File: src/design/tcs_ram.sv
// generic single-port-write, registered-read RAM
`default_nettype none

module tcs_ram #(
  parameter int unsigned WIDTH = 8,
  parameter int unsigned DEPTH = 64
) (
  input  wire logic                     clk_i,
  input  wire logic                     we_i,
  input  wire logic [$clog2(DEPTH)-1:0] waddr_i,
  input  wire logic [WIDTH-1:0]         wdata_i,
  input  wire logic                     re_i,
  input  wire logic [$clog2(DEPTH)-1:0] raddr_i,
  output logic      [WIDTH-1:0]         rdata_o
);

  logic [WIDTH-1:0] mem [DEPTH];

  always_ff @(posedge clk_i) begin
    if (we_i) begin
      mem[waddr_i] <= wdata_i;
    end
    if (re_i) begin
      rdata_o <= mem[raddr_i];
    end
  end

endmodule

`default_nettype wire

File: config.mk
export PLATFORM = sky130hd
export DESIGN_NAME = tcs_ram
export DESIGN_NICKNAME = d
export VERILOG_FILES = /design/src/design/tcs_ram.sv
export SDC_FILE = /design/constraint.sdc
export NUM_CORES = 1
export LEC_CHECK = 0
export BUFFER_PORTS_ARGS = -buffer_cell sky130_fd_sc_hd__buf_2
export CAP_MARGIN = 20
export CORE_AREA = 2 2 216 218
export DETAILED_ROUTE_END_ITERATION = 10
export DIE_AREA = 0 0 218 220
export SLEW_MARGIN = 20
export SYNTH_ARGS = -nofsm -noshare
export SYNTH_HDL_FRONTEND = slang
export SYNTH_SLANG_ARGS = --single-unit
File: constraint.sdc
create_clock -name clk_i -period 2 [get_ports clk_i]
set_input_delay 0.3 -clock clk_i [delete_from_list [all_inputs] [get_ports clk_i]]
set_output_delay 0.3 -clock clk_i [all_outputs]
set_load 0.05 [all_outputs]
==> results_dict.tcl, run 1 <==
set metrics [dict create \
    core_mm2 0.0459 \
    worstPathMaxFanout 1 \
    row_count 79 \
    grt_first_pass_wirelength_mm 68.5 \
    cp.required_ns 2.33 \
    grt_pass1_vias 10229 \
    critPathTopFamily "multiplexers" \
    maxCapViolCount 0 \
    totalPowerFinal_mw 22.9 \
    initial_core_util 0.441 \
    postCtsHoldBufs 0 \
    postCtsSetupBuffers 0 \
    cp.arrival_ns 2.26 \
    via_count 9977 \
    cp-end-kind "register" \
    synth.distinct_cells 39 \
    fin_crit_ns 1.93 \
    worstSetupPathType "register to register" \
    cts_tree "done" \
    whs_path_depth 1 \
    antenna_found_initial 0 \
    syn_area_mm2 0.0202 \
    dp_hpwl_mm 30.2 \
    firstDrtPassIters 5 \
    cp_slowest_cell "mux4_2" \
    crit_buf_inv 0 \
    maxSlewViolCount 0 \
    regArea_mm2 0.0156 \
    finalSetupViolations 0 \
    worstMarginPinSlew_ns 0.745 \
    fmax_mhz 517 \
    drive_gt1_frac 0.363 \
    clock_sinks 520 \
    synth_cells 940 \
    multi_input_area_mm2 0.00438 \
    grt_max_degree 65 \
    drc_errors 0 \
    max_slew_margin 0.503 \
    synth_nets 963 \
    cts_root_buffer "clkbuf_16" \
    antennaDiodeCount 0 \
    fin_area_mm2 0.0240 \
    routedWlPerCell_um 25.7 \
    cts_buffers 52 \
    status "completed" \
    leakage_nw 7.86 \
    overflow 0 \
    die_h_um 220 \
    dieArea_mm2 0.0480 \
    n_fill_cell 3629 \
    cts.clk_slew.worst_paths_ns 0.06 \
    fin_skew_ns 0.0266 \
    critPathLaunchType "register" \
    cp.depth 4 \
    path_common_cell "mux4_2" \
    slowest_delay_ns 0.55 \
    routed_wl_mm 46.1 \
    via_per_inst 5.56 \
    hold_viol_final 0 \
    clk-insertion-delay-late_ns 0.59 \
    regToRegSetupSlack_ns 0.07 \
    finalCritPeriodShare 0.967 \
    synth-edff-count 520 \
    cellPowerDensity_mw_per_mm2 952 \
    drt_iter0_markers 918 \
    r2r_cells 4 \
    fp.dieW_um 218 \
    htree_levels 2 \
    synth_seq_cells 520 \
    hp-class "input pin to register" \
    synth-main-ff-cell "edfxtp_1" \
    syn_area_per_cell_um2 21.5 \
    irDropWorstVdd_uv 514 \
    async_flop_share 0 \
    place.port_buffers 30 \
    gp_congestion 0.848 \
    area_growth_pct 18.7 \
    fin_nets 1169 \
    drtAntennaViolNets 0 \
    seq_area_frac_synth 0.771 \
    io-pin-count 31 \
    ys.warnings.count 0 \
    track_usage 0.199 \
    cp_cell_sequence "mux4_2, mux4_2, nor2_1, o32ai_1" \
    clk_path_buf_depth 3 \
    dpl-instance-area_mm2 0.0223 \
]
==> path summary, 6_finish.rpt <==
| kind | start | to |
|---|---|---|
| max | mem[51][6]$_DFFE_PP_ | rdata_o[6]$_DFFE_PP_ |
| max reg2reg | mem[51][6]$_DFFE_PP_ | rdata_o[6]$_DFFE_PP_ |
| min | re_i | rdata_o[3]$_DFFE_PP_ |
| min reg2reg | mem[26][4]$_DFFE_PP_ | rdata_o[4]$_DFFE_PP_ |
==> metal layers <==
layer | share of wire | GRT usage | vias to the layer above | routed length, um
met5 | 0 | 0 | - | 0
met4 | 0.025 | 0.0567 | 0 | 1140
met3 | 0.054 | 0.0340 | 69 | 2510
met2 | 0.48 | 0.314 | 288 | 22000
met1 | 0.44 | 0.286 | 5271 | 20500
li1 | - | - | 4349 | -
==> kinds of logic (layout without fill, tap and decap cells) <==
kind of cell / Yosys count / after routing / synth area share
mux: 162 / 162 / 0.159
buf+inv: 51 / 297 / 0.0156
flops: 520 / 520 / 0.771
simple gates: 153 / 153 / 0.0337
compound gates: 54 / 54 / 0.0206
==> registers in the layout (all words and copies together), names as in the netlist <==
register  count
mem         512
rdata_o       8
==> synthesized netlist by cell type (8+ instances only) <==
cell type	n	area share
mux4_2	126	0.14
o221ai_1	8	0.0035
nand2_1	19	0.0035
mux2_2	13	0.0072
edfxtp_1	520	0.77
mux2i_1	23	0.011
o22ai_1	8	0.0025
nand3_1	13	0.0032
nor2b_1	14	0.0043
nor2_1	83	0.015
clkbuf_1	17	0.0032
buf_2	11	0.0027
buf_4	13	0.0048
==> cells in the final DEF, fill, tap and decap left out, drive strengths merged, types with 3 or more instances in the layout <==
cell type / Yosys / layout
edfxtp: 520 / 520
mux2i: 23 / 23
clkinv: 0 / 24
mux2: 13 / 13
mux4: 126 / 126
nand2b: 7 / 7
nand3: 13 / 13
nand3b: 3 / 3
bufinv: 0 / 4
o221ai: 8 / 8
buf: 34 / 202
a211oi: 4 / 4
o22ai: 8 / 8
nor2b: 14 / 14
o2111ai: 3 / 3
a21oi: 3 / 3
o21ai: 4 / 4
nand2: 19 / 19
nor2: 83 / 83
a22oi: 3 / 3
o2bb2ai: 3 / 3
clkbuf: 17 / 63
nor3: 7 / 7
a221oi: 6 / 6
==> where the power goes <==
part | switching, mW | internal, mW
Clock | 4.01 | 5.45
Sequential | 0.0337 | 12.1
Combinational | 0.772 | 0.543
==> through the flow <==
stage / instances / utilization / worst slack (ns) / hold slack [ns] / TNS, ns
global placement: 1699 / 0.486 / -0.614 / 0.683 / -3.86
floorplan: 940 / - / 0.00264 / 0.399 / 0
CTS: 1793 / 0.523 / 0.00319 / 0.0510 / 0
global route: 1793 / 0.524 / -0.0162 / 0.0576 / -0.0162
finish: 1793 / 0.524 / 0.0664 / 0.0876 / 0
detailed placement: 1699 / 0.486 / -0.598 / 0.682 / -3.92
==> layout make-up <==
cell class                 count  area share
sequential                   520       0.649
multi-input combinational    369       0.182
timing repair buffer         203      0.0674
clock buffer                  62      0.0575
tap                          607      0.0316
clock inverter                32      0.0117
==> repair_timing <==
item                                    4_1_cts  5_1_grt
resized for setup                             6        8
endpoints found under the setup margin        5        5
pin swaps                                     0        2
cloned                                        0        0
No activity file was read; power rests on OpenSTA's default activity.
==> inputs of run 2 (changes only) <==
- CORE_AREA: 2 2 216 218 -> 2 2 241 195
- DIE_AREA: 0 0 218 220 -> 0 0 243 197
==> run 2 against run 1 <==
Against the previous run: sequential power is essentially flat; fmax shrank 3.0%; global-route usage grew 0.11 points; power shrank 4.7%; routed wire length grew 1.0%; first-iteration DRC count grew 20%; die area shrank 0.19%; worst hold slack gained 0.027 ns; sequential cell count is the same; clock skew shrank 0.0040 ns; critical path type unchanged.
==> results_dict.tcl, run 2 (synthesis results as in run 1) <==
set metrics [dict create \
    status "completed" \
    overflow 0 \
    grtUsageMet1 0.310 \
    cts_tree "done" \
    via_count 10021 \
    fp.dieW_um 243 \
    worstPathMaxFanout 1 \
    largestRegisters "mem (512), rdata_o (8)" \
    grt_pass1_vias 10172 \
    rsz0062_at_grt "yes" \
    dieArea_mm2 0.0479 \
    worstSetupPathType "register to register" \
    core_mm2 0.0454 \
    cp.required_ns 2.31 \
    clk_path_buf_depth 3 \
    antenna_found_initial 3 \
    dpl-instance-area_mm2 0.0222 \
    track_usage 0.200 \
    via_per_inst 5.64 \
    top_usage_layer "met1" \
    worstMarginPinSlew_ns 0.974 \
    die_h_um 197 \
    place_ws_ns -0.567 \
    dp_hpwl_mm 30.6 \
    cp.arrival_ns 2.31 \
    place.port_buffers 30 \
    max_slew_margin 0.351 \
    fin_crit_ns 1.99 \
    irDropWorstVdd_uv 789 \
    drt_iter0_markers 1099 \
    fin_area_mm2 0.0237 \
    hold_viol_final 0 \
    cts.clk_slew.worst_paths_ns 0.06 \
    use_met3 0.0477 \
    largest_register_ffs 512 \
    clock_sinks 520 \
    fmax_mhz 502 \
    tns_ns 0 \
    drive_gt1_frac 0.345 \
    cts_root_buffer "clkbuf_16" \
    maxCapViolCount 0 \
    firstDrtPassIters 5 \
    grt_max_degree 65 \
    leakage_nw 7.68 \
    drc_errors 0 \
    layout_common_cells "edfxtp_1, buf_4, mux4_2" \
    hp-class "input pin to register" \
    routedWlPerCell_um 26.2 \
    grt_first_pass_wirelength_mm 69.2 \
    cp-end-kind "register" \
    row_count 70 \
    largest_register "mem" \
    fin_nets 1154 \
    maxSlewViolCount 0 \
    postCtsSetupBuffers 0 \
    finalCritPeriodShare 0.997 \
    r2r_cells 5 \
    clk-insertion-delay-late_ns 0.57 \
    critPathLaunchType "register" \
    drtAntennaViolNets 0 \
    routed_wl_mm 46.6 \
    area_growth_pct 17.2 \
    io-pin-count 31 \
    htree_levels 2 \
    fin_skew_ns 0.0226 \
    layout_commonest_cell "edfxtp_1" \
    gp_congestion 0.835 \
    finalSetupViolations 0 \
    cellPowerDensity_mw_per_mm2 920 \
    worst_slack_ns 0.00610 \
    initial_core_util 0.446 \
    regToRegSetupSlack_ns 0.006 \
    whs_path_depth 1 \
    grt_util_met2 0.288 \
    cts_buffers 49 \
]
## run 2: cell types whose count changed in the layout (fill, tap and decap cells not counted), sizes merged
cell	before	now
buf	202	190
bufinv	4	1
clkinv	24	21
clkinvlp	2	1
diode	0	1
inv	2	0
## run 2: stage by stage
step | util | instances | hold slack, ns | power, mW
after detailed placement | 0.490 | 1692 | 0.690 | 13.7
final | 0.523 | 1778 | 0.115 | 21.8
after floorplan | - | 940 | 0.399 | 13.0
after global routing | 0.523 | 1777 | 0.101 | 22.6
after CTS | 0.522 | 1777 | 0.0895 | 22.0
after global placement | 0.490 | 1692 | 0.685 | 13.6
## run 2: repair_timing
| action | in CTS | in global routing |
|---|---|---|
| hold buffers | 0 | 0 |
| gates resized for setup | 8 | 10 |
| pin swaps | 0 | 3 |
| setup endpoints to repair | 6 | 7 |
## run 2: critical path: stages (launching register included)
cell	delay, ns
edfxtp_1	0.35
mux4_2	0.51
mux4_2	0.56
nor2_4	0.15
nor3_2	0.05
o2bb2ai_2	0.13
## run 2: metal layers
layer	part of all wire	vias up
met5	0.00054	-
met4	0.018	4
met3	0.074	55
met2	0.44	313
met1	0.47	5339
li1	-	4310
## run 2: cell type report
cell class	instances	area, um^2
fillers	3631	21600
diodes	1	2.50
clock buffers	62	1270
flip-flops and latches	520	15600
multi-input cells	369	4400
repair buffers	191	1540
well taps	612	766
clock inverters	23	129
## run 2: power by group
group          total, mW  leakage [nW]  internal (mW)  switching (mW)
Sequential          12.1          4.69           12.1          0.0290
Clock               8.38         0.690           4.61            3.78
Combinational       1.32          2.30          0.535           0.785
## run 2: final timing paths
| check | startpoint | end |
|---|---|---|
| max reg2reg | mem[3][2]$_DFFE_PP_ | rdata_o[2]$_DFFE_PP_ |
| min reg2reg | mem[22][0]$_DFFE_PP_ | rdata_o[0]$_DFFE_PP_ |
| min | re_i | rdata_o[3]$_DFFE_PP_ |
| max | mem[3][2]$_DFFE_PP_ | rdata_o[2]$_DFFE_PP_ |
