`src/design/tcs_pkg.sv`:
```
// shared types, constants and defaults for the text console scrollback block
`default_nettype none

package tcs_pkg;

  localparam int unsigned DEF_HISTORY_LINES = 100;
  localparam int unsigned DEF_SCREEN_ROWS   = 25;
  localparam int unsigned DEF_SCREEN_COLS   = 80;

  localparam logic [7:0] ATTR_RESET   = 8'h07;
  localparam logic [7:0] NEWLINE_CHAR = 8'h0A;
  localparam logic [7:0] BLANK_CHAR   = 8'h20;

  typedef enum logic [1:0] {
    CMD_PUT    = 2'd0,
    CMD_SCROLL = 2'd1,
    CMD_CLEAR  = 2'd2,
    CMD_READ   = 2'd3
  } cmd_e;

  typedef struct packed {
    cmd_e               command;
    logic [7:0]         char_code;
    logic signed [7:0]  scroll_delta;
    logic [4:0]         view_row;
    logic [6:0]         screen_col;
  } in_item_t;

  typedef struct packed {
    logic [15:0] cell_value;
    logic [10:0] cursor_position;
    logic [6:0]  view_offset;
    logic [6:0]  lines_used;
  } out_item_t;

  // lookup info carried from the address stage to the result stage
  typedef struct packed {
    cmd_e       command;
    logic       hit;
    logic       is_cur;
    logic [6:0] col;
  } rd_info_t;

  // view state after the item, as reported with every result
  typedef struct packed {
    logic [10:0] cursor_position;
    logic [6:0]  view_offset;
    logic [6:0]  lines_used;
  } status_t;

endpackage

`default_nettype wire

```
`src/design/tcs_out.sv`:
```
// result stage, output register, handshake and attribute register
`default_nettype none

module tcs_out import tcs_pkg::*; #(
  parameter int unsigned SCREEN_COLS = DEF_SCREEN_COLS,
  localparam int unsigned CW = $clog2(SCREEN_COLS + 1)
) (
  input  wire logic          clk_i,
  input  wire logic          rst_ni,
  input  wire logic          in_valid_i,
  output logic               in_ready_o,
  output logic               accept_o,
  input  wire logic          text_attribute_we_i,
  input  wire logic [7:0]    text_attribute_i,
  input  wire rd_info_t      rd_info_i,
  input  wire status_t       status_i,
  input  wire logic [CW-1:0] open_len_i,
  input  wire logic [CW-1:0] len_rd_i,
  input  wire logic [7:0]    store_rd_i,
  output logic               out_valid_o,
  input  wire logic          out_ready_i,
  output out_item_t          out_item_o
);

  logic      s2_valid_q;
  rd_info_t  info_q;
  logic      out_valid_q;
  out_item_t out_q, out_d;
  logic [7:0] attr_q;
  logic      advance;
  logic      visible;
  logic [7:0] ch;

  assign advance    = !out_valid_q || out_ready_i;
  assign in_ready_o = !s2_valid_q || advance;
  assign accept_o   = in_valid_i && in_ready_o;

  always_comb begin
    if (info_q.is_cur) begin
      visible = info_q.hit && (32'(info_q.col) < 32'(open_len_i));
    end else begin
      visible = info_q.hit && (32'(info_q.col) < 32'(len_rd_i));
    end
    ch = visible ? store_rd_i : BLANK_CHAR;
    out_d.cell_value      = (info_q.command == CMD_READ) ? {attr_q, ch} : 16'h0000;
    out_d.cursor_position = status_i.cursor_position;
    out_d.view_offset     = status_i.view_offset;
    out_d.lines_used      = status_i.lines_used;
  end

  always_ff @(posedge clk_i or negedge rst_ni) begin
    if (!rst_ni) begin
      s2_valid_q  <= 1'b0;
      out_valid_q <= 1'b0;
      attr_q      <= ATTR_RESET;
    end else begin
      if (accept_o) begin
        s2_valid_q <= 1'b1;
      end else if (advance) begin
        s2_valid_q <= 1'b0;
      end
      if (advance) begin
        out_valid_q <= s2_valid_q;
      end
      if (text_attribute_we_i) begin
        attr_q <= text_attribute_i;
      end
    end
  end

  always_ff @(posedge clk_i) begin
    if (accept_o) begin
      info_q <= rd_info_i;
    end
    if (advance && s2_valid_q) begin
      out_q <= out_d;
    end
  end

  assign out_valid_o = out_valid_q;
  assign out_item_o  = out_q;

endmodule

`default_nettype wire

```
`config.mk`:
```
export PLATFORM = sky130hd
export DESIGN_NAME = tcs_out
export DESIGN_NICKNAME = d
export VERILOG_FILES = /design/src/design/tcs_pkg.sv /design/src/design/tcs_out.sv
export SDC_FILE = /design/constraint.sdc
export NUM_CORES = 1
export LEC_CHECK = 0
export ABC_AREA = 1
export BUFFER_PORTS_ARGS = -buffer_cell sky130_fd_sc_hd__buf_2
export CORE_AREA = 2 2 76 78
export CTS_BUF_LIST = sky130_fd_sc_hd__clkbuf_8 sky130_fd_sc_hd__clkbuf_16
export CTS_CLUSTER_DIAMETER = 40
export DETAILED_ROUTE_END_ITERATION = 8
export DIE_AREA = 0 0 78 80
export HOLD_SLACK_MARGIN = 0.03
export PLACE_DENSITY = 0.77
export SLEW_MARGIN = 20
export SYNTH_ARGS = -nofsm -noshare
export SYNTH_HDL_FRONTEND = slang
export SYNTH_SLANG_ARGS = --single-unit
```
`constraint.sdc`:
```
create_clock -name clk_i -period 4.11 [get_ports clk_i]
set_input_delay 0.822 -clock clk_i [delete_from_list [all_inputs] [get_ports clk_i]]
set_output_delay 0.822 -clock clk_i [all_outputs]
set_load 0.02 [all_outputs]
```
==> results of run 1 <==
[how the worst max path moves through the flow]
stage | startpoint | endpoint | slack, ns | cells past startpoint
after floorplan | out_ready_i | out_item_o[0] | 0.78 | 2
after global placement | out_ready_i | accept_o | 1.58 | 6
after CTS | out_ready_i | accept_o | 1.52 | 6
final | out_ready_i | accept_o | 1.54 | 6
after global routing | out_ready_i | accept_o | 1.41 | 6
after detailed placement | out_ready_i | accept_o | 1.53 | 6
[routing by layer]
layer | global-route usage | share of wire | up-vias
met4 | 0.07895 | 0.014 | 0
met5 | 0 | 0 | -
met1 | 0.1653 | 0.38 | 768
met3 | 0.02715 | 0.049 | 7
li1 | - | - | 862
met2 | 0.2966 | 0.56 | 48
[state kept, by name, summed over array words and instances, names as in the netlist]
| name | flops |
|---|---|
| out_item_o | 41 |
| s2_valid_q | 1 |
| attr_q | 8 |
| out_valid_o | 1 |
| info_q | 11 |
[power by group]
group          total, W  leakage [nW]  switching, W  internal, W
logic          0.000217         0.917      0.000141    0.0000759
clock network  0.000624         0.118      0.000224     0.000400
registers      0.000771         0.617     0.0000169     0.000754
total           0.00161          1.65      0.000382      0.00123
[through the flow]
stage	hold slack, ns	power [W]	instances
after CTS	0.3328	0.001632	389
final	0.3398	0.001612	389
after floorplan	0.4472	0.0009108	187
after global routing	0.3397	0.001686	389
after global placement	0.4793	0.0009970	373
after detailed placement	0.4873	0.001006	373
[cells by family (layout without fill, tap and decap cells)]
group / after synthesis / after routing
DFF: 62 / 62
and+or+nand+nor: 59 / 59
buffers and inverters: 40 / 170
adders and majority gates: 12 / 12
AOI/OAI and AO/OA: 14 / 14
[worst max-delay path, cell delays in order]
cell and delay (ns):
buf_2 0.08, inv_1 0.07, nand3_1 0.11, nand2_1 0.08
inv_1 0.35, buf_2 0.25
[cell usage after synthesis]
library cell	count	area (µm²)
dfstp_2	3	78.83
a21oi_2	1	8.760
edfxtp_1	52	1562
a21oi_1	4	20.02
nand2_2	2	12.51
a21o_1	1	7.510
nand4_4	1	21.27
nor2_1	20	75.07
nand2_1	34	127.6
o21ai_0	8	40.04
ha_1	12	150.1
dfrtp_1	7	175.2
buf_2	1	5.000
inv_1	39	146.4
nand3_1	2	10.01
[layout make-up]
class,instances,area share
Clock buffer,9,0.03695
Clock inverter,7,0.03397
Inverter,39,0.04367
Multi-Input combinational cell,85,0.1445
Sequential cell,62,0.5416
Tap cell,72,0.02688
Timing Repair Buffer,115,0.1725
==> results.sh, run 1 <==
export IMPL_p_leak_nw=1.652
export IMPL_crit_required_ns=3.29
export IMPL_synthSimpleGateAreaFrac=0.1010
export IMPL_grt_pass1_vias=1647
export IMPL_port_buffers=114
export IMPL_synthToLayoutAreaGrowth_pct=37.38
export IMPL_final_seq_area_um2=1815
export IMPL_clockRootBuffer="clkbuf_8"
export IMPL_netlist_area_um2=2440
export IMPL_drt_initial_drc_count=59
export IMPL_die_area_um2=6240
export IMPL_cts_resized=0
export IMPL_slew_headroom=0.6605
export IMPL_h_tree_depth=3
export IMPL_rows=27
export IMPL_timing_rr_end="out_item_o[30]"
export IMPL_synth_xor_area_frac=0
export IMPL_synth_area_mux_share=0
export IMPL_netlist_instances=187
export IMPL_finalSetupViolCount=0
export IMPL_synth_adder_area_share=0.06154
export IMPL_ir_drop_uv=334.9
export IMPL_endpoint_kind="output pin"
export IMPL_die_y_um=80
export IMPL_fillers=459
export IMPL_multi_input_area_um2=484.2
export IMPL_final_cell_mix="buf_2 (114), edfxtp_1 (52), inv_1 (40)"
export IMPL_hpwl_um=3586
export IMPL_setup_tns_ns=0
export IMPL_clock_skew_ns=0.009101
export IMPL_min_period_over_period=0.6252
export IMPL_cts_sinks=62
export IMPL_clock_path_buffers=2
export IMPL_num_vias=1685
export IMPL_power_density_nw_per_um2=481.0
export IMPL_grt_pass1_wl_um=7334
export IMPL_min_path_type="in2async"
export IMPL_r2r_start="info_q[2]"
export IMPL_grt_usage=0.1561
export IMPL_post_dp_cell_area_um2=3114
export IMPL_final_area_um2=3352
export IMPL_reg2reg_slack_ns=2.47
export IMPL_avgRoutedWirePerCell_um=11.95
export IMPL_cts_clk_slew_worst_paths_ns=0.07
export IMPL_initial_utilization=0.4514
export IMPL_dr_pass1_iters=4
export IMPL_yosysWarnings=0
export IMPL_final_util=0.6201
export IMPL_worst_slew_pin_slew_ns=0.5093
export IMPL_yosys_register_bits=62
export IMPL_num_nets_final=395
export IMPL_finalHoldViolations=0
export IMPL_grt_overflow_total=0
export IMPL_die_w_um=78
export IMPL_fin_ws_ns=1.541
export IMPL_diodes=0
export IMPL_pre_cts_ws_ns=1.527
export IMPL_post_cts_setup_buffers=0
export IMPL_r2r_cells=9
export IMPL_cts_buffers_inserted=9
export IMPL_syn_nets=270
export IMPL_rsz0062_at_grt="false"
export IMPL_synth_compound_area_frac=0.03128
export IMPL_ys_seq_area_frac=0.7441
export IMPL_coreArea_um2=5405
export IMPL_synth_distinct_cells=15
export IMPL_drc_errors=0
export IMPL_postCtsHoldBufs=0
export IMPL_min_period_ns=2.569
export IMPL_antenna_found_initial=0
export IMPL_drive_gt1_frac=0.4322
export IMPL_place_congestion=0.8350
export IMPL_slew_violations=0
export IMPL_status="completed"
export IMPL_routed_wl_um=4648
export IMPL_grt_max_degree=42
export IMPL_layout_commonest_cell="buf_2"
export IMPL_synth_top_family_by_area="simple AND/OR/NAND/NOR gates"
export IMPL_viasPerCell=4.332
export IMPL_crit_type="in2out"
export IMPL_ant_nets=0
export IMPL_critPathLaunchType="primary input"
export IMPL_max_freq_mhz=389.2
export IMPL_clk_latency_ns=0.32
export IMPL_cts_tree="built"
export IMPL_timing_max_cap_violations=0
export IMPL_avgSynthCellArea_um2=13.05
export IMPL_path_max_fanout=12
export IMPL_worstPathArrival_ns=1.75
export IMPL_ios=115
Note: power is estimated with default switching activity, not from simulation.
==> run 2: changes to the inputs <==
--- a/config.mk
+++ b/config.mk
@@ -5,7 +5,7 @@
 export SDC_FILE = /design/constraint.sdc
 export NUM_CORES = 1
 export LEC_CHECK = 0
-export ABC_AREA = 1
+export ABC_AREA = 0
 export BUFFER_PORTS_ARGS = -buffer_cell sky130_fd_sc_hd__buf_2
 export CORE_AREA = 2 2 76 78
 export CTS_BUF_LIST = sky130_fd_sc_hd__clkbuf_8 sky130_fd_sc_hd__clkbuf_16
==> constraint.sdc (replaced) <==
create_clock -name clk_i -period 2.6 [get_ports clk_i]
set_input_delay 0.52 -clock clk_i [delete_from_list [all_inputs] [get_ports clk_i]]
set_output_delay 0.52 -clock clk_i [all_outputs]
set_load 0.02 [all_outputs]
==> results.sh, run 2 <==
export IMPL_rsz0062_at_grt="false"
export IMPL_clk_latency_ns=0.32
export IMPL_grt_pass1_wl_um=7603
export IMPL_clock_skew_ns=0.009802
export IMPL_cts_sinks=62
export IMPL_crit_type="reg2out"
export IMPL_fin_ws_ns=0.5229
export IMPL_ir_drop_uv=501.1
export IMPL_cp_slowest_cell="and2_1"
export IMPL_postCtsHoldBufs=0
export IMPL_die_area_um2=6240
export IMPL_avgSynthCellArea_um2=16.32
export IMPL_netlist_area_um2=2432
export IMPL_grt_pass1_vias=1622
export IMPL_coreArea_um2=5405
export IMPL_finalSetupViolCount=0
export IMPL_timing_max_cap_violations=0
export IMPL_cts_clk_slew_worst_paths_ns=0.07
export IMPL_die_w_um=78
export IMPL_dr_pass1_iters=4
export IMPL_min_period_ns=2.077
export IMPL_fin_hold_ws_ns=0.04858
export IMPL_final_util=0.6104
export IMPL_routed_wl_um=4756
export IMPL_h_tree_depth=3
export IMPL_worstPathArrival_ns=1.56
export IMPL_grt_max_degree=42
export IMPL_synth_distinct_cells=25
export IMPL_fillers=431
export IMPL_cts_tree="built"
export IMPL_r2r_start="info_q[6]"
export IMPL_yosys_register_bits=62
export IMPL_crit_chain="nand3b_1 -> and2_1 -> buf_2"
export IMPL_final_cell_mix="buf_2 (114), edfxtp_1 (52), inv_1 (13)"
export IMPL_endpoint_kind="output pin"
export IMPL_reg2reg_slack_ns=0.70
export IMPL_grt_overflow_total=0
export IMPL_grtUsageMet2=0.2733
export IMPL_drc_errors=0
export IMPL_layout_commonest_cell="buf_2"
export IMPL_p_leak_nw=1.494
export IMPL_slew_violations=0
export IMPL_antenna_found_initial=0
export IMPL_synth_top_cell_area_share=0.6420
export IMPL_drt_initial_drc_count=66
export IMPL_die_y_um=80
export IMPL_p_comb_frac=0.121
export IMPL_yosysWarnings=0
export IMPL_status="completed"
export IMPL_num_vias=1662
export IMPL_synth_edf_count=52
export IMPL_power_density_nw_per_um2=717.6
export IMPL_grt_busiest_layer="met2"
export IMPL_place_congestion=0.7764
export IMPL_path_max_fanout=12
export IMPL_p_int_w=0.001818
export IMPL_ys_seq_area_frac=0.7464
export IMPL_clockRootBuffer="clkbuf_8"
export IMPL_min_path_type="in2async"
export IMPL_critPathLaunchType="flip-flop"
export IMPL_crit_required_ns=2.08
export IMPL_worst_slew_pin_slew_ns=0.4917
export IMPL_ant_nets=0
export IMPL_power_switching_w=0.0005496
export IMPL_largest_register_ffs=41
export IMPL_num_nets_final=354
export IMPL_finalHoldViolations=0
export IMPL_clock_path_buffers=2
export IMPL_yosysTopAreaCell="edfxtp_1"
export IMPL_yosys_most_used_dff="edfxtp_1"
export IMPL_ios=115
export IMPL_min_period_over_period=0.7989
export IMPL_hpwl_um=3694
export IMPL_cp_slowest_stage_delay_ns=0.45
export IMPL_setup_tns_ns=0
export IMPL_r2r_cells=6
export IMPL_use_met1=0.2017
export IMPL_timing_rr_end="out_item_o[30]"
export IMPL_drive_gt1_frac=0.5254
export IMPL_pre_cts_ws_ns=0.5090
export IMPL_synthToLayoutAreaGrowth_pct=35.65
export IMPL_grt_usage=0.1625
export IMPL_synth_commonest_cells="edfxtp_1 (52), inv_1 (13), ha_1 (12), nand4_1 (9)"
export IMPL_initial_utilization=0.4500
export IMPL_diodes=0
export IMPL_switching_share=0.2322
export IMPL_slew_headroom=0.6722
export IMPL_cts_resized=0
export IMPL_async_flop_share=0.1613
export IMPL_rows=27
export IMPL_cts_buffers_inserted=9
export IMPL_gr_usage_met3=0.03959
export IMPL_netlist_top_cells_area="edfxtp_1 (64%), dfrtp_1 (7.2%), ha_1 (6.2%), mux2_2 (3.7%), dfstp_2 (3.2%)"
export IMPL_synth_most_common_cell="edfxtp_1"
export IMPL_netlist_instances=149
export IMPL_syn_nets=232
export IMPL_avgRoutedWirePerCell_um=13.67
export IMPL_p_clk_frac=0.372
export IMPL_viasPerCell=4.776
export IMPL_port_buffers=114
export IMPL_post_cts_setup_buffers=0
export IMPL_seq_power_share=0.507
export IMPL_max_freq_mhz=481.4
## run 2: changes by cell type after synthesis, sizes merged, moves of 2 or more
cell    delta
nand2     -32
inv       -26
nor2      -12
and3       +8
mux2       +8
nand4      +8
o21ai      -6
nand2b     +4
clkbuf     +3
a31oi      +2
and2       +2
nand3b     +2
## run 2: final cells by class
cell class	instances	area (µm²)	area share
flip-flops and latches	62	1815	0.5502
repair buffers	115	578.1	0.1752
multi-input cells	70	554.3	0.1680
clock buffers	9	123.9	0.03754
well taps	72	90.09	0.02730
clock inverters	7	88.84	0.02692
inverters	13	48.80	0.01479
## run 2: power groups by stage
stage	Sequential (W)	Combinational [W]	Clock (W)
6_report	0.00120	0.000286	0.000882
5_1_grt	0.00121	0.000314	0.000961
4_1_cts	0.00120	0.000289	0.000907
3_5_place_dp	0.00122	0.000288	0
3_3_place_gp	0.00122	0.000281	0
2_1_floorplan	0.00128	0.000103	0
## run 2: cell families after synthesis
group	count (synthesis)	synth area share
flops	62	0.7464
simple gates	39	0.08847
buf+inv	17	0.02623
fa+ha+maj	12	0.06173
compound gates	11	0.04012
mux	8	0.03704
## run 2: how the worst max path moves through the flow
| stage | startpoint | end | slack, ns |
|---|---|---|---|
| after floorplan | out_ready_i | out_item_o[0] | 0.57 |
| after global placement | open_len_i[6] | out_item_o[30] | 0.56 |
| after detailed placement | open_len_i[6] | out_item_o[30] | 0.51 |
| after CTS | out_valid_o | accept_o | 0.48 |
| after global routing | out_valid_o | accept_o | 0.36 |
| final | out_valid_o | accept_o | 0.52 |
## run 2: per-stage QoR
stage	total power, W	instances	cell area [µm²]
after floorplan	0.001381	149	2432
after global placement	0.001501	332	3087
after detailed placement	0.001509	332	3087
after CTS	0.002396	348	3299
after global routing	0.002482	348	3299
final	0.002368	348	3299
## run 2: routing by layer
layer	routed length, µm	share of wire
met1	2010	0.42
met2	2209	0.46
met3	468	0.098
met4	68	0.014
met5	0	0
## run 2: worst max-delay path: cells and delay by family (launching register included)
kind / cells / cell delay, ns
buf+inv: 1 / 0.26
flops: 1 / 0.40
simple gates: 2 / 0.58
