### config.mk
export PLATFORM = sky130hd
export DESIGN_NAME = tcs_ctrl
export DESIGN_NICKNAME = d
export VERILOG_FILES = /design/src/design/tcs_pkg.sv /design/src/design/tcs_ctrl.sv
export SDC_FILE = /design/constraint.sdc
export NUM_CORES = 1
export LEC_CHECK = 0
export BUFFER_PORTS_ARGS = -buffer_cell sky130_fd_sc_hd__buf_2
export CORE_ASPECT_RATIO = 1.5
export CORE_MARGIN = 3
export CORE_UTILIZATION = 59
export CTS_BUF_LIST = sky130_fd_sc_hd__clkbuf_2 sky130_fd_sc_hd__clkbuf_4 sky130_fd_sc_hd__clkbuf_8
export CTS_CLUSTER_SIZE = 25
export DETAILED_ROUTE_END_ITERATION = 7
export PLACE_DENSITY = 0.85
export SYNTH_ARGS = -nofsm -noshare
export SYNTH_HDL_FRONTEND = slang
export SYNTH_SLANG_ARGS = --single-unit
### constraint.sdc
create_clock -name clk_i -period 13.8 [get_ports clk_i]
set_clock_uncertainty 0.05 [all_clocks]
set_input_delay 2.07 -clock clk_i [delete_from_list [all_inputs] [get_ports clk_i]]
set_output_delay 2.07 -clock clk_i [all_outputs]
set_load 0.02 [all_outputs]
### src/design/tcs_pkg.sv
// shared types, constants and defaults for the text console scrollback block
`default_nettype none

package tcs_pkg;

  localparam int unsigned DEF_HISTORY_LINES = 100;
  localparam int unsigned DEF_SCREEN_ROWS   = 25;
  localparam int unsigned DEF_SCREEN_COLS   = 80;

  localparam logic [7:0] ATTR_RESET   = 8'h07;
  localparam logic [7:0] NEWLINE_CHAR = 8'h0A;
  localparam logic [7:0] BLANK_CHAR   = 8'h20;

  typedef enum logic [1:0] {
    CMD_PUT    = 2'd0,
    CMD_SCROLL = 2'd1,
    CMD_CLEAR  = 2'd2,
    CMD_READ   = 2'd3
  } cmd_e;

  typedef struct packed {
    cmd_e               command;
    logic [7:0]         char_code;
    logic signed [7:0]  scroll_delta;
    logic [4:0]         view_row;
    logic [6:0]         screen_col;
  } in_item_t;

  typedef struct packed {
    logic [15:0] cell_value;
    logic [10:0] cursor_position;
    logic [6:0]  view_offset;
    logic [6:0]  lines_used;
  } out_item_t;

  // lookup info carried from the address stage to the result stage
  typedef struct packed {
    cmd_e       command;
    logic       hit;
    logic       is_cur;
    logic [6:0] col;
  } rd_info_t;

  // view state after the item, as reported with every result
  typedef struct packed {
    logic [10:0] cursor_position;
    logic [6:0]  view_offset;
    logic [6:0]  lines_used;
  } status_t;

endpackage

`default_nettype wire

### src/design/tcs_ctrl.sv
// console state, command decode and store address generation
`default_nettype none

module tcs_ctrl import tcs_pkg::*; #(
  parameter int unsigned HISTORY_LINES = DEF_HISTORY_LINES,
  parameter int unsigned SCREEN_ROWS   = DEF_SCREEN_ROWS,
  parameter int unsigned SCREEN_COLS   = DEF_SCREEN_COLS,
  localparam int unsigned AW = $clog2(HISTORY_LINES * SCREEN_COLS),
  localparam int unsigned PW = $clog2(HISTORY_LINES),
  localparam int unsigned CW = $clog2(SCREEN_COLS + 1)
) (
  input  wire logic     clk_i,
  input  wire logic     rst_ni,
  input  wire logic     accept_i,
  input  wire in_item_t item_i,
  output logic          store_we_o,
  output logic [AW-1:0] store_addr_o,
  output logic [7:0]    store_wdata_o,
  output logic          len_we_o,
  output logic [PW-1:0] len_addr_o,
  output logic [CW-1:0] len_wdata_o,
  output rd_info_t      rd_info_o,
  output status_t       status_o,
  output logic [CW-1:0] open_len_o
);

  localparam int unsigned LW = $clog2(HISTORY_LINES + 1);
  localparam int unsigned XW = $clog2(HISTORY_LINES + 64 + 1);
  localparam int unsigned SW = ((LW > 8) ? LW : 8) + 2;
  localparam int unsigned QW = XW + 8;

  logic [LW-1:0] total_q, total_d;
  logic [PW-1:0] base_q, base_d;
  logic [LW-1:0] off_q, off_d;
  logic [CW-1:0] cur_q, cur_d;

  logic [XW-1:0] tot_x, used_x, ws_x, log_rd_x, log_cur_x, log_x, maxoff_x, srow_x;
  logic [XW:0]   sum_x;
  logic [PW-1:0] phys;
  logic [6:0]    col_sel;
  logic [AW:0]   addr_full;
  logic [CW:0]   cur_inc;
  logic          open_line;
  logic          hit;
  logic signed [SW-1:0] scroll_v;
  logic [LW-1:0] scroll_clamped;
  logic [QW-1:0] pos_full;

  // window and line addressing
  always_comb begin
    tot_x     = XW'(total_q);
    used_x    = XW'(SCREEN_ROWS) + XW'(off_q);
    ws_x      = (tot_x > used_x) ? (tot_x - used_x) : '0;
    log_rd_x  = ws_x + XW'(item_i.view_row);
    log_cur_x = tot_x - XW'(1);
    log_x     = (item_i.command == CMD_READ) ? log_rd_x : log_cur_x;
    sum_x     = (XW + 1)'(base_q) + (XW + 1)'(log_x);
    phys      = (sum_x >= (XW + 1)'(HISTORY_LINES)) ?
                PW'(sum_x - (XW + 1)'(HISTORY_LINES)) : PW'(sum_x);
    col_sel   = (item_i.command == CMD_READ) ? item_i.screen_col : 7'(cur_q);
    addr_full = (AW + 1)'(phys) * (AW + 1)'(SCREEN_COLS) + (AW + 1)'(col_sel);
    hit       = (32'(item_i.view_row) < SCREEN_ROWS) &&
                (32'(item_i.screen_col) < SCREEN_COLS) &&
                (log_rd_x < tot_x);
    maxoff_x  = (tot_x > XW'(SCREEN_ROWS)) ? (tot_x - XW'(SCREEN_ROWS)) : '0;
  end

  // scroll with saturation
  always_comb begin
    scroll_v = $signed(SW'(off_q)) + SW'($signed(item_i.scroll_delta));
    if (scroll_v < 0) begin
      scroll_clamped = '0;
    end else if (scroll_v > $signed(SW'(maxoff_x))) begin
      scroll_clamped = LW'(maxoff_x);
    end else begin
      scroll_clamped = LW'(scroll_v);
    end
  end

  assign cur_inc = (CW + 1)'(cur_q) + (CW + 1)'(1);

  always_comb begin
    total_d     = total_q;
    base_d      = base_q;
    off_d       = off_q;
    cur_d       = cur_q;
    store_we_o  = 1'b0;
    len_we_o    = 1'b0;
    len_wdata_o = cur_q;
    open_line   = 1'b0;
    if (accept_i) begin
      unique case (item_i.command)
        CMD_PUT: begin
          if (item_i.char_code == NEWLINE_CHAR) begin
            open_line = 1'b1;
            len_we_o  = 1'b1;
          end else begin
            store_we_o = 1'b1;
            if (cur_inc >= (CW + 1)'(SCREEN_COLS)) begin
              open_line   = 1'b1;
              len_we_o    = 1'b1;
              len_wdata_o = CW'(SCREEN_COLS);
            end else begin
              cur_d = CW'(cur_inc);
            end
          end
        end
        CMD_SCROLL: off_d = scroll_clamped;
        CMD_CLEAR: begin
          total_d = LW'(1);
          base_d  = '0;
          off_d   = '0;
          cur_d   = '0;
        end
        CMD_READ: ;
        default: ;
      endcase
    end
    if (open_line) begin
      cur_d = '0;
      if (total_q == LW'(HISTORY_LINES)) begin
        base_d = (base_q == PW'(HISTORY_LINES - 1)) ? '0 : base_q + PW'(1);
      end else begin
        total_d = total_q + LW'(1);
      end
    end
  end

  always_ff @(posedge clk_i or negedge rst_ni) begin
    if (!rst_ni) begin
      total_q <= LW'(1);
      base_q  <= '0;
      off_q   <= '0;
      cur_q   <= '0;
    end else begin
      total_q <= total_d;
      base_q  <= base_d;
      off_q   <= off_d;
      cur_q   <= cur_d;
    end
  end

  // cursor on screen from the current state
  always_comb begin
    srow_x = tot_x - XW'(1) - ws_x;
    if (srow_x >= XW'(SCREEN_ROWS)) begin
      srow_x = XW'(SCREEN_ROWS - 1);
    end
    if (tot_x < ws_x + XW'(1)) begin
      pos_full = QW'(SCREEN_ROWS * SCREEN_COLS);
    end else begin
      pos_full = QW'(srow_x) * QW'(SCREEN_COLS) + QW'(cur_q);
    end
  end

  assign status_o.cursor_position = 11'(pos_full);
  assign status_o.view_offset     = 7'(off_q);
  assign status_o.lines_used      = 7'(total_q);

  assign store_addr_o  = AW'(addr_full);
  assign store_wdata_o = item_i.char_code;
  assign len_addr_o    = phys;
  assign open_len_o    = cur_q;

  assign rd_info_o.command = item_i.command;
  assign rd_info_o.hit     = hit;
  assign rd_info_o.is_cur  = (log_rd_x == log_cur_x);
  assign rd_info_o.col     = item_i.screen_col;

endmodule

`default_nettype wire

==> results of run 1 <==
## how the worst max path moves through the flow
| stage | slack (ns) | endpoint | start | depth (start not counted) |
|---|---|---|---|---|
| floorplan | 3.16 | store_addr_o[12] | off_q[1] | 41 |
| global placement | 2.58 | store_addr_o[12] | off_q[1] | 41 |
| detailed placement | 2.29 | store_addr_o[12] | off_q[0] | 39 |
| CTS | 1.91 | store_addr_o[12] | off_q[0] | 39 |
| global route | 1.11 | store_addr_o[12] | off_q[0] | 41 |
| finish | 1.85 | store_addr_o[12] | off_q[1] | 39 |
## power breakdown
part,leakage (uW),internal (uW),switching [uW]
sequential,0.000381,93.3,24.4
clock,0.0000357,39.1,32.9
combinational,0.00270,256,364
total,0.00312,389,422
## logic make-up after synthesis
kind of cell / count (synthesis) / share of synthesized area
compound gates: 173 / 0.202
xor+xnor: 77 / 0.126
fa+ha+maj: 96 / 0.220
buf+inv: 83 / 0.0695
flops: 28 / 0.123
mux: 27 / 0.0506
other cells: 1 / 0.000659
simple gates: 236 / 0.208
## per-stage QoR
stage	worst slack [ns]	power, uW
5_1_grt	1.11	879
2_1_floorplan	3.16	585
3_3_place_gp	2.58	714
3_5_place_dp	2.29	732
4_1_cts	1.91	807
6_report	1.85	810
## final cells by class
type	instances	area, um^2
clock buffer	3	41.3
clock inverter	1	30.0
fill	794	3050
inverter	48	180
multi-input combinational	610	4590
sequential	28	702
tap	112	140
timing repair buffer	114	576
## cell usage after synthesis, drive strengths merged (6+ instances only)
| master | instances |
|---|---|
| ha | 88 |
| nand2 | 61 |
| xnor2 | 53 |
| nor2 | 52 |
| o21ai | 51 |
| inv | 48 |
| a21oi | 39 |
| dfrtp | 27 |
| nand3 | 26 |
| buf | 24 |
| xor2 | 21 |
| and2 | 14 |
| mux2 | 14 |
| nand2b | 14 |
| nor3 | 14 |
| a21o | 13 |
| mux2i | 13 |
| clkbuf | 11 |
| nor2b | 11 |
| o21a | 10 |
| nand4 | 8 |
| o31ai | 8 |
| a211oi | 7 |
| fa | 7 |
| o21bai | 7 |
| and3 | 6 |
| or2 | 6 |
## routing by layer
layer  routed length, um  GRT usage  share of wire
met5                   0          0              0
met3                 731     0.0327          0.046
met4                 831      0.154          0.053
met2                8060      0.525           0.51
met1                6170      0.322           0.39
## sequential cells by signal, summed over array words and instances, names as in the netlist
name	count
base_q	7
off_q	7
open_len_o	7
total_q	7
==> summary.md, run 1 <==
| Metric | Value |
|---|---|
| Outcome | finished clean |
| Worst R2R Setup Slack | 9.83 ns |
| RSZ-0062 raised after global routing | false |
| Largest net degree at the start of global routing | 29 |
| Net count, final | 933 |
| Design area | 0.00626 mm^2 |
| Worst R2R Path Depth | 18 |
| CP startpoint kind | flop |
| RR Endpoint | off_q[0] |
| Max Fclk | 83.7 MHz |
| CTS H-Tree Depth | 1 |
| Router iterations before antenna repair | 5 |
| Num CTS Buffers | 3 |
| IO buf count | 112 |
| R2r startpoint | total_q[0] |
| GRT Overall Usage | 0.289 |
| CP Max Fanout | 13 |
| Worst hold slack | 0.571 ns |
| Worst-path clk slew | 0.12 ns |
| Core Area | 0.00931 mm^2 |
| CTS Buffer Depth | 2 |
| CP delay by family, top | adder cells |
| Area after DPL | 0.00619 mm^2 |
| Maxcap violations | 0 |
| Detailed placer's ending HPWL | 12.8 mm |
| Num rows | 43 |
| Commonest non-fill, non-tap cell in the layout | buf_2 |
| Hold path cells | 1 |
| Final setup fails | 0 |
| Max_slew headroom | 0.470 |
| Total wire length | 15.8 mm |
| Initial antenna violation count | 0 |
| P&R area growth vs syn | 10.1% |
| # IOs | 113 |
| Worst Hold Class | flop to flop |
| Worst path max stage delay | 0.61 ns |
| Placed cells | 912 |
| Vias | 5,692 |
| Hold Buf Count CTS | 0 |
| Remaining Overflow, GRT | 0 |
| Min-Delay Endpoint | base_q[4] |
| Synth Net Count | 849 |
| First-pass GRT wire length | 25.9 mm |
| TritonCTS clock tree | yes |
| Leak Pwr | 0.00312 uW |
| Clock latency on the worst-skew pair | 0.31 ns |
| Required time worst endpoint | 11.68 ns |
| Die area | 0.0109 mm^2 |
| Post-synth ARST share | 1.00 |
| DR WL/cell | 17.2 um |
| Vias per cell | 6.21 |
| Prevailing post-synth register cell | dfrtp_1 |
| Peak supply drop | 0.000110 V |
| Hold Fails Final Rpt | 0 |
| Most used cell, CP | ha_1 |
| Initial Utilization | 0.611 |
| CTS Sinks | 28 |
| Mapped Cells | 721 |
| Final Util | 0.672 |
| Power per cell area | 129 mW/mm^2 |
| Post-CTS Setup Inserts | 0 |
| Die H | 126 um |
| Critical path arrival | 9.83 ns |
| Routability cong. | 0.997 |
| Fin crit period | 11.95 ns |
| Clock root buffer | clkbuf_8 |
| Largest cells by area after synthesis | ha_1 (19%), dfrtp_1 (12%), xnor2_1 (8.2%), nand2_1 (4.0%), o21ai_0 (3.9%) |
| Diode count | 0 |
| CP endpoint kind | primary output |
| Post-synthesis register bit count | 28 |
| Number of routed nets with antenna violations | 0 |
| Layout cells sized above 1 | 0.179 |
| Setup TNS | 0 ns |
| Final number of max-transition violations | 0 |
| # DRC | 0 |
| Slowest CP cell | a211oi_4 |
| Synth cell types | 73 |
| Crit Path Category | flop to primary output |
| Yosys top cell by area | ha_1 |
| Commonest cells after routing, fill and taps aside | buf_2 (112), ha_1 (88), nand2_1 (61) |
| Synthesized area per cell | 7.89 um^2 |
| WP buf/inv | 3 |
| Period utilization | 0.866 |
| Share of the yosys chip area belonging to registers | 0.123 |
| Non-Filler Instances | 916 |
| Die span in x | 86.2 um |
| Mapped Area | 0.00569 mm^2 |
| Vias in the first global route | 5,584 |
| Initial DRC count | 448 |
| Post-synth top area share | 0.194 |
| Post-synth EDFFs | 0 |
| Worst Hold Launch | base_q[4] |
| Ys Warns | 0 |
| Worst slew pin tran | 0.795 ns |
| Cts repair resizes | 0 |
Note: power is estimated with default switching activity, not from simulation.
==> run 2, diff against run 1 <==
--- a/config.mk
+++ b/config.mk
@@ -5,14 +5,15 @@
 export SDC_FILE = /design/constraint.sdc
 export NUM_CORES = 1
 export LEC_CHECK = 0
+export ABC_AREA = 1
 export BUFFER_PORTS_ARGS = -buffer_cell sky130_fd_sc_hd__buf_2
 export CORE_ASPECT_RATIO = 1.5
 export CORE_MARGIN = 3
-export CORE_UTILIZATION = 59
+export CORE_UTILIZATION = 58
 export CTS_BUF_LIST = sky130_fd_sc_hd__clkbuf_2 sky130_fd_sc_hd__clkbuf_4 sky130_fd_sc_hd__clkbuf_8
 export CTS_CLUSTER_SIZE = 25
 export DETAILED_ROUTE_END_ITERATION = 7
-export PLACE_DENSITY = 0.85
+export PLACE_DENSITY = 0.84
 export SYNTH_ARGS = -nofsm -noshare
 export SYNTH_HDL_FRONTEND = slang
 export SYNTH_SLANG_ARGS = --single-unit
==> summary.md, run 2 <==
| Metric | Value |
|---|---|
| Outcome | finished clean (unchanged) |
| Vias | 5,691 (was 5,692) |
| Post-synth ARST share | 1.00 (unchanged) |
| Crit Path Category | flop to primary output (unchanged) |
| Worst-path clk slew | 0.10 ns (was 0.12 ns) |
| Router iterations before antenna repair | 5 (unchanged) |
| Commonest cells post-synth | nand2_1 (154), inv_1 (127), ha_1 (88) (was ha_1 (88), nand2_1 (61), xnor2_1 (53)) |
| Diode count | 0 (unchanged) |
| Design area | 0.00621 mm^2 (was 0.00626 mm^2) |
| Non-Filler Instances | 1,033 (was 916) |
| CTS H-Tree Depth | 1 (unchanged) |
| Synth cell types | 52 (was 73) |
| Most used cell, CP | nand2_1 (was ha_1) |
| Post-synth EDFFs | 0 (unchanged) |
| CP startpoint kind | flop (unchanged) |
| Commonest cells after routing, fill and taps aside | nand2_1 (154), inv_1 (127), buf_2 (112) (was buf_2 (112), ha_1 (88), nand2_1 (61)) |
| Number of routed nets with antenna violations | 0 (unchanged) |
| Clk pwr share | 0.072 (was 0.089) |
| Area after DPL | 0.00614 mm^2 (was 0.00619 mm^2) |
| DR WL/cell | 14.5 um (was 17.2 um) |
| Num rows | 43 (unchanged) |
| Core Area | 0.00931 mm^2 (unchanged) |
| Max_slew headroom | 0.424 (was 0.470) |
| Worst path max stage delay | 0.69 ns (was 0.61 ns) |
| Clock root buffer | clkbuf_8 (unchanged) |
| Commonest non-fill, non-tap cell in the layout | nand2_1 (was buf_2) |
| # DRC | 0 (unchanged) |
| GR peak layer | met2 (unchanged) |
| TritonCTS clock tree | yes (unchanged) |
| IO buf count | 112 (unchanged) |
| Clock latency on the worst-skew pair | 0.29 ns (was 0.31 ns) |
| Post-synth top area share | 0.197 (was 0.194) |
| Layout cells sized above 1 | 0.181 (was 0.179) |
| CP Max Fanout | 10 (was 13) |
| Max Fclk | 103 MHz (was 83.7 MHz) |
| Net count, final | 1,050 (was 933) |
| GRT met2 Usage | 0.537 (was 0.525) |
| Worst slew pin tran | 0.864 ns (was 0.795 ns) |
| Placed cells | 1,029 (was 912) |
| Post-CTS Setup Inserts | 0 (unchanged) |
| GR Util met1 | 0.291 (was 0.322) |
| Largest cells by area after synthesis | ha_1 (20%), dfrtp_1 (12%), nand2_1 (10%), inv_1 (8.5%), xor2_1 (7.5%) (was ha_1 (19%), dfrtp_1 (12%), xnor2_1 (8.2%), nand2_1 (4.0%), o21ai_0 (3.9%)) |
| Mapped Area | 0.00560 mm^2 (was 0.00569 mm^2) |
| Required time worst endpoint | 11.68 ns (about the same) |
| Share of the yosys chip area belonging to registers | 0.125 (was 0.123) |
| Num CTS Buffers | 3 (unchanged) |
| Prevailing post-synth register cell | dfrtp_1 (unchanged) |
| Final setup fails | 0 (unchanged) |
| Worst Hold Class | flop to flop (unchanged) |
| GRT Overall Usage | 0.279 (was 0.289) |
| Maxcap violations | 0 (unchanged) |
| CTS Sinks | 28 (unchanged) |
| Net Sw Frac | 0.566 (was 0.520) |
| Slowest CP cell | dfstp_2 (was a211oi_4) |
| Synthesized area per cell | 6.76 um^2 (was 7.89 um^2) |
| First-pass GRT wire length | 25.2 mm (was 25.9 mm) |
| Initial Utilization | 0.601 (was 0.611) |
| Leak Pwr | 0.00356 uW (was 0.00312 uW) |
| GR Util met3 | 0.0240 (was 0.0327) |
| Routability cong. | 0.981 (was 0.997) |
| Cts repair resizes | 0 (unchanged) |
| Internal power | 416 uW (was 389 uW) |
| Fin crit period | 9.72 ns (was 11.95 ns) |
| Power share of the sequential group | 0.121 (was 0.145) |
| # IOs | 113 (unchanged) |
| Die H | 126 um (about the same) |
| Vias in the first global route | 5,681 (was 5,584) |
| Yosys top cell by area | ha_1 (unchanged) |
| Ys Warns | 0 (unchanged) |
| Die area | 0.0109 mm^2 (about the same) |
| RSZ-0062 raised after global routing | false (unchanged) |
| Initial DRC count | 228 (was 448) |
| Worst R2R Setup Slack | 9.87 ns (was 9.83 ns) |
| Final number of max-transition violations | 0 (unchanged) |
| Die span in x | 86.2 um (about the same) |
| Critical path arrival | 7.60 ns (was 9.83 ns) |
| # fillers | 847 (was 794) |
| Sw Pwr | 542 uW (was 422 uW) |
| Detailed placer's ending HPWL | 12.7 mm (was 12.8 mm) |
| Total wire length | 15.0 mm (was 15.8 mm) |
| Hold Buf Count CTS | 0 (unchanged) |
| Top-count cell post-synth | nand2_1 (was ha_1) |
| P&R area growth vs syn | 11.0% (was 10.1%) |
| Setup TNS | 0 ns (unchanged) |
| Vias per cell | 5.51 (was 6.21) |
| Power per cell area | 154 mW/mm^2 (was 129 mW/mm^2) |
| Hold Fails Final Rpt | 0 (unchanged) |
| Remaining Overflow, GRT | 0 (unchanged) |
| Peak supply drop | 0.000118 V (was 0.000110 V) |
| Synth Net Count | 956 (was 849) |
| Combinational power share | 0.807 (was 0.766) |
| Largest net degree at the start of global routing | 29 (unchanged) |
| Period utilization | 0.705 (was 0.866) |
| Mapped Cells | 828 (was 721) |
| CTS Buffer Depth | 2 (unchanged) |
| Initial antenna violation count | 0 (unchanged) |
| CP endpoint kind | primary output (unchanged) |
| Worst hold slack | 0.586 ns (was 0.571 ns) |
| Post-synthesis register bit count | 28 (unchanged) |
==> run 2: changes by cell type after synthesis, moves of 14 or more <==
cell and change:
inv_1 +80, nand2_1 +93, nand2b_1 -14, nand3_1 +42
xnor2_1 -40, xor2_1 +27
==> run 2: critical path: cells and delay by family (launching register included) <==
kind / cells / cell delay (ns)
flip-flops: 1 / 0.69
XOR/XNOR: 4 / 1.09
buffers and inverters: 7 / 0.76
AO/OA/AOI/OAI: 4 / 0.60
AND/OR/NAND/NOR: 23 / 2.15
adder cells (fa/ha/maj): 8 / 2.00
==> run 2: per-layer routing <==
layer  share of wire  vias up
met5               0        -
met4           0.057        0
met3           0.041       59
met2            0.53      184
met1            0.37     2557
li1                -     2891
==> run 2: worst paths after layout <==
path                       startpoint               end  cells after the start
min                         base_q[0]         base_q[0]                      2
max in group asynchronous      rst_ni        total_q[5]                      1
min in group asynchronous      rst_ni     open_len_o[3]                      1
max                        total_q[0]  store_addr_o[12]                     46
min reg2reg                 base_q[0]         base_q[0]                      2
max reg2reg                total_q[0]          off_q[6]                     21
==> run 2: kinds of logic after synthesis <==
| kind of cell | after synthesis | share of synthesized area |
|---|---|---|
| XOR/XNOR | 62 | 0.0984 |
| buffers and inverters | 160 | 0.120 |
| other | 1 | 0.000670 |
| AND/OR/NAND/NOR | 350 | 0.297 |
| adder cells (fa/ha/maj) | 95 | 0.222 |
| AO/OA/AOI/OAI | 132 | 0.136 |
| flip-flops | 28 | 0.125 |
==> run 2: power by group through the flow <==
| stage | clock, uW | combinational, uW | sequential (uW) |
|---|---|---|---|
| 2_1_floorplan | 0 | 567 | 130 |
| 3_3_place_gp | 0 | 759 | 117 |
| 3_5_place_dp | 0 | 769 | 117 |
| 4_1_cts | 68.5 | 774 | 116 |
| 5_1_grt | 71.3 | 869 | 118 |
| 6_report | 68.8 | 773 | 116 |
==> run 2: area by class of cell <==
| class | instances | area, um^2 | area share |
|---|---|---|---|
| tap | 112 | 140 | 0.0226 |
| inverter | 137 | 519 | 0.0836 |
| clock inverter | 1 | 30.0 | 0.00483 |
| timing repair buffer | 112 | 561 | 0.0902 |
| clock buffer | 3 | 41.3 | 0.00665 |
| multi-input combinational | 640 | 4220 | 0.679 |
| sequential | 28 | 702 | 0.113 |
==> run 2: per-stage QoR <==
stage	utilization	power (uW)	worst slack (ns)
after floorplan	-	697	5.22
after global placement	0.660	875	4.55
after detailed placement	0.660	886	4.36
after CTS	0.668	959	4.15
after global routing	0.668	1060	3.44
final	0.668	958	4.08
==> run 3, diff against run 2 <==
==> constraint.sdc (replaced) <==
create_clock -name clk_i -period 9.85 [get_ports clk_i]
set_clock_uncertainty 0.05 [all_clocks]
set_input_delay 1.4775 -clock clk_i [delete_from_list [all_inputs] [get_ports clk_i]]
set_output_delay 1.4775 -clock clk_i [all_outputs]
set_load 0.02 [all_outputs]
==> summary.md, run 3 (synthesized netlist as in run 2, its figures left out) <==
| Metric | Value |
|---|---|
| Fin crit period | 8.89 ns |
| Leak Pwr | 0.00357 uW (was 0.00356 uW) |
| Final number of max-transition violations | 0 (unchanged) |
| Initial Utilization | 0.601 (unchanged) |
| Worst path max stage delay | 0.47 ns (was 0.69 ns) |
| Required time worst endpoint | 8.32 ns (was 11.68 ns) |
| Maxcap violations | 0 (unchanged) |
| P&R area growth vs syn | 11.2% (was 11.0%) |
| # DRC | 0 (unchanged) |
| Worst slew pin tran | 0.916 ns (was 0.864 ns) |
| Commonest non-fill, non-tap cell in the layout | nand2_1 (unchanged) |
| Critical path endpoint | store_addr_o[12] (unchanged) |
| Remaining Overflow, GRT | 0 (unchanged) |
| CP Max Fanout | 9 (was 10) |
| First-pass GRT wire length | 24.4 mm (was 25.2 mm) |
| Commonest cells after routing, fill and taps aside | nand2_1 (154), inv_1 (127), buf_2 (112) (unchanged) |
| Worst hold slack | 0.578 ns (was 0.586 ns) |
| CP startpoint kind | flop (unchanged) |
| CTS H-Tree Depth | 1 (unchanged) |
| Vias | 5,738 (was 5,691) |
| Crit Path Category | flop to primary output (unchanged) |
| Router iterations before antenna repair | 6 (was 5) |
| Period utilization | 0.902 |
| Initial DRC count | 189 (was 228) |
| Num rows | 43 (unchanged) |
| RR Endpoint | off_q[6] (unchanged) |
| Diode count | 0 (unchanged) |
| TritonCTS clock tree | yes (unchanged) |
| Vias in the first global route | 5,611 (was 5,681) |
| Num CTS Buffers | 3 (unchanged) |
| Worst R2R Setup Slack | 5.77 ns (was 9.87 ns) |
| Setup TNS | 0 ns (unchanged) |
| Hold Buf Count CTS | 0 (unchanged) |
| Outcome | finished clean (unchanged) |
| CTS Buffer Depth | 2 (unchanged) |
| Peak supply drop | 0.000174 V (was 0.000118 V) |
| Slowest CP cell | dfrtp_1 (was dfstp_2) |
| Max Fclk | 113 MHz |
| Largest net degree at the start of global routing | 29 (unchanged) |
| Max_slew headroom | 0.389 (was 0.424) |
| GRT Overall Usage | 0.273 (was 0.279) |
| RSZ-0062 raised after global routing | false (unchanged) |
| Total wire length | 14.9 mm (was 15.0 mm) |
| Final worst slack | 0.963 ns (was 4.08 ns) |
| Core Area | 0.00931 mm^2 (unchanged) |
| Die area | 0.0109 mm^2 (unchanged) |
| CTS Sinks | 28 (unchanged) |
| Worst Hold Class | flop to flop (unchanged) |
| Initial antenna violation count | 0 (unchanged) |
| Crit path launch | off_q[1] (was total_q[0]) |
| Worst R2R Path Depth | 21 (unchanged) |
| Post-CTS Setup Inserts | 0 (unchanged) |
| DR WL/cell | 14.4 um (was 14.5 um) |
| Routability cong. | 1.04 (was 0.981) |
| Vias per cell | 5.55 (was 5.51) |
| Most used cell, CP | nand2_1 (unchanged) |
| R2r startpoint | total_q[0] (unchanged) |
| Detailed placer's ending HPWL | 12.7 mm (about the same) |
| Die H | 126 um (unchanged) |
| CP endpoint kind | primary output (unchanged) |
| Die span in x | 86.2 um (unchanged) |
| Clock root buffer | clkbuf_8 (unchanged) |
| # IOs | 113 (unchanged) |
| Net count, final | 1,051 (was 1,050) |
| Clock latency on the worst-skew pair | 0.30 ns (was 0.29 ns) |
| IO buf count | 112 (unchanged) |
| Cts repair resizes | 0 (unchanged) |
| Setup WS pre-CTS | 1.28 ns (was 4.36 ns) |
| Layout cells sized above 1 | 0.182 (was 0.181) |
| Power per cell area | 217 mW/mm^2 (was 154 mW/mm^2) |
| # fillers | 866 (was 847) |
| Critical path arrival | 7.36 ns (was 7.60 ns) |
| Worst Hold Launch | base_q[0] (unchanged) |
| Worst-path clk slew | 0.11 ns (was 0.10 ns) |
| Number of routed nets with antenna violations | 0 (unchanged) |
| Final setup fails | 0 (unchanged) |
| Hold Fails Final Rpt | 0 (unchanged) |
[run 3: layer usage]
layer	vias to the layer above	wire length, um	GRT usage	share of wire
met5	-	0	0	0
met4	0	895	0.162	0.060
met3	58	667	0.0338	0.045
met2	181	7910	0.515	0.53
met1	2607	5430	0.278	0.36
li1	2892	-	-	-
[run 3: how the worst min path moves through the flow]
stage,slack [ns],endpoint,cells after the start
5_1_grt,0.61,base_q[0],2
3_5_place_dp,0.56,total_q[0],2
6_report,0.58,base_q[0],2
2_1_floorplan,0.49,base_q[6],2
3_3_place_gp,0.54,total_q[0],2
4_1_cts,0.57,total_q[0],2
[run 3: worst max-delay path, delay by kind of cell, from the launching register on]
family / cells / cell delay [ns]
fa+ha+maj: 8 / 2.04
simple gates: 19 / 2.03
compound gates: 6 / 0.81
flops: 1 / 0.47
xor+xnor: 5 / 1.16
buf+inv: 5 / 0.52
[run 3: power breakdown]
part           internal (uW)  switching [uW]  total [uW]
logic                    395             694        1090
clock network           54.7            44.0        98.7
registers                134            28.6         162
[run 3: through the flow]
step,std cells,power [uW],util,cell area (um^2)
2_1_floorplan,828,977,-,5600
3_3_place_gp,1030,1230,0.661,6150
3_5_place_dp,1030,1250,0.661,6150
4_1_cts,1034,1350,0.668,6220
5_1_grt,1034,1490,0.668,6220
6_report,1034,1350,0.668,6220
[run 3: cell type report]
class                      count  area [um^2]  area share
clock inverter                 1         30.0     0.00483
sequential                    28          702       0.113
multi-input combinational    640         4220       0.678
inverter                     137          519      0.0835
clock buffer                   3         41.3     0.00664
tap                          112          140      0.0225
timing repair buffer         113          568      0.0913
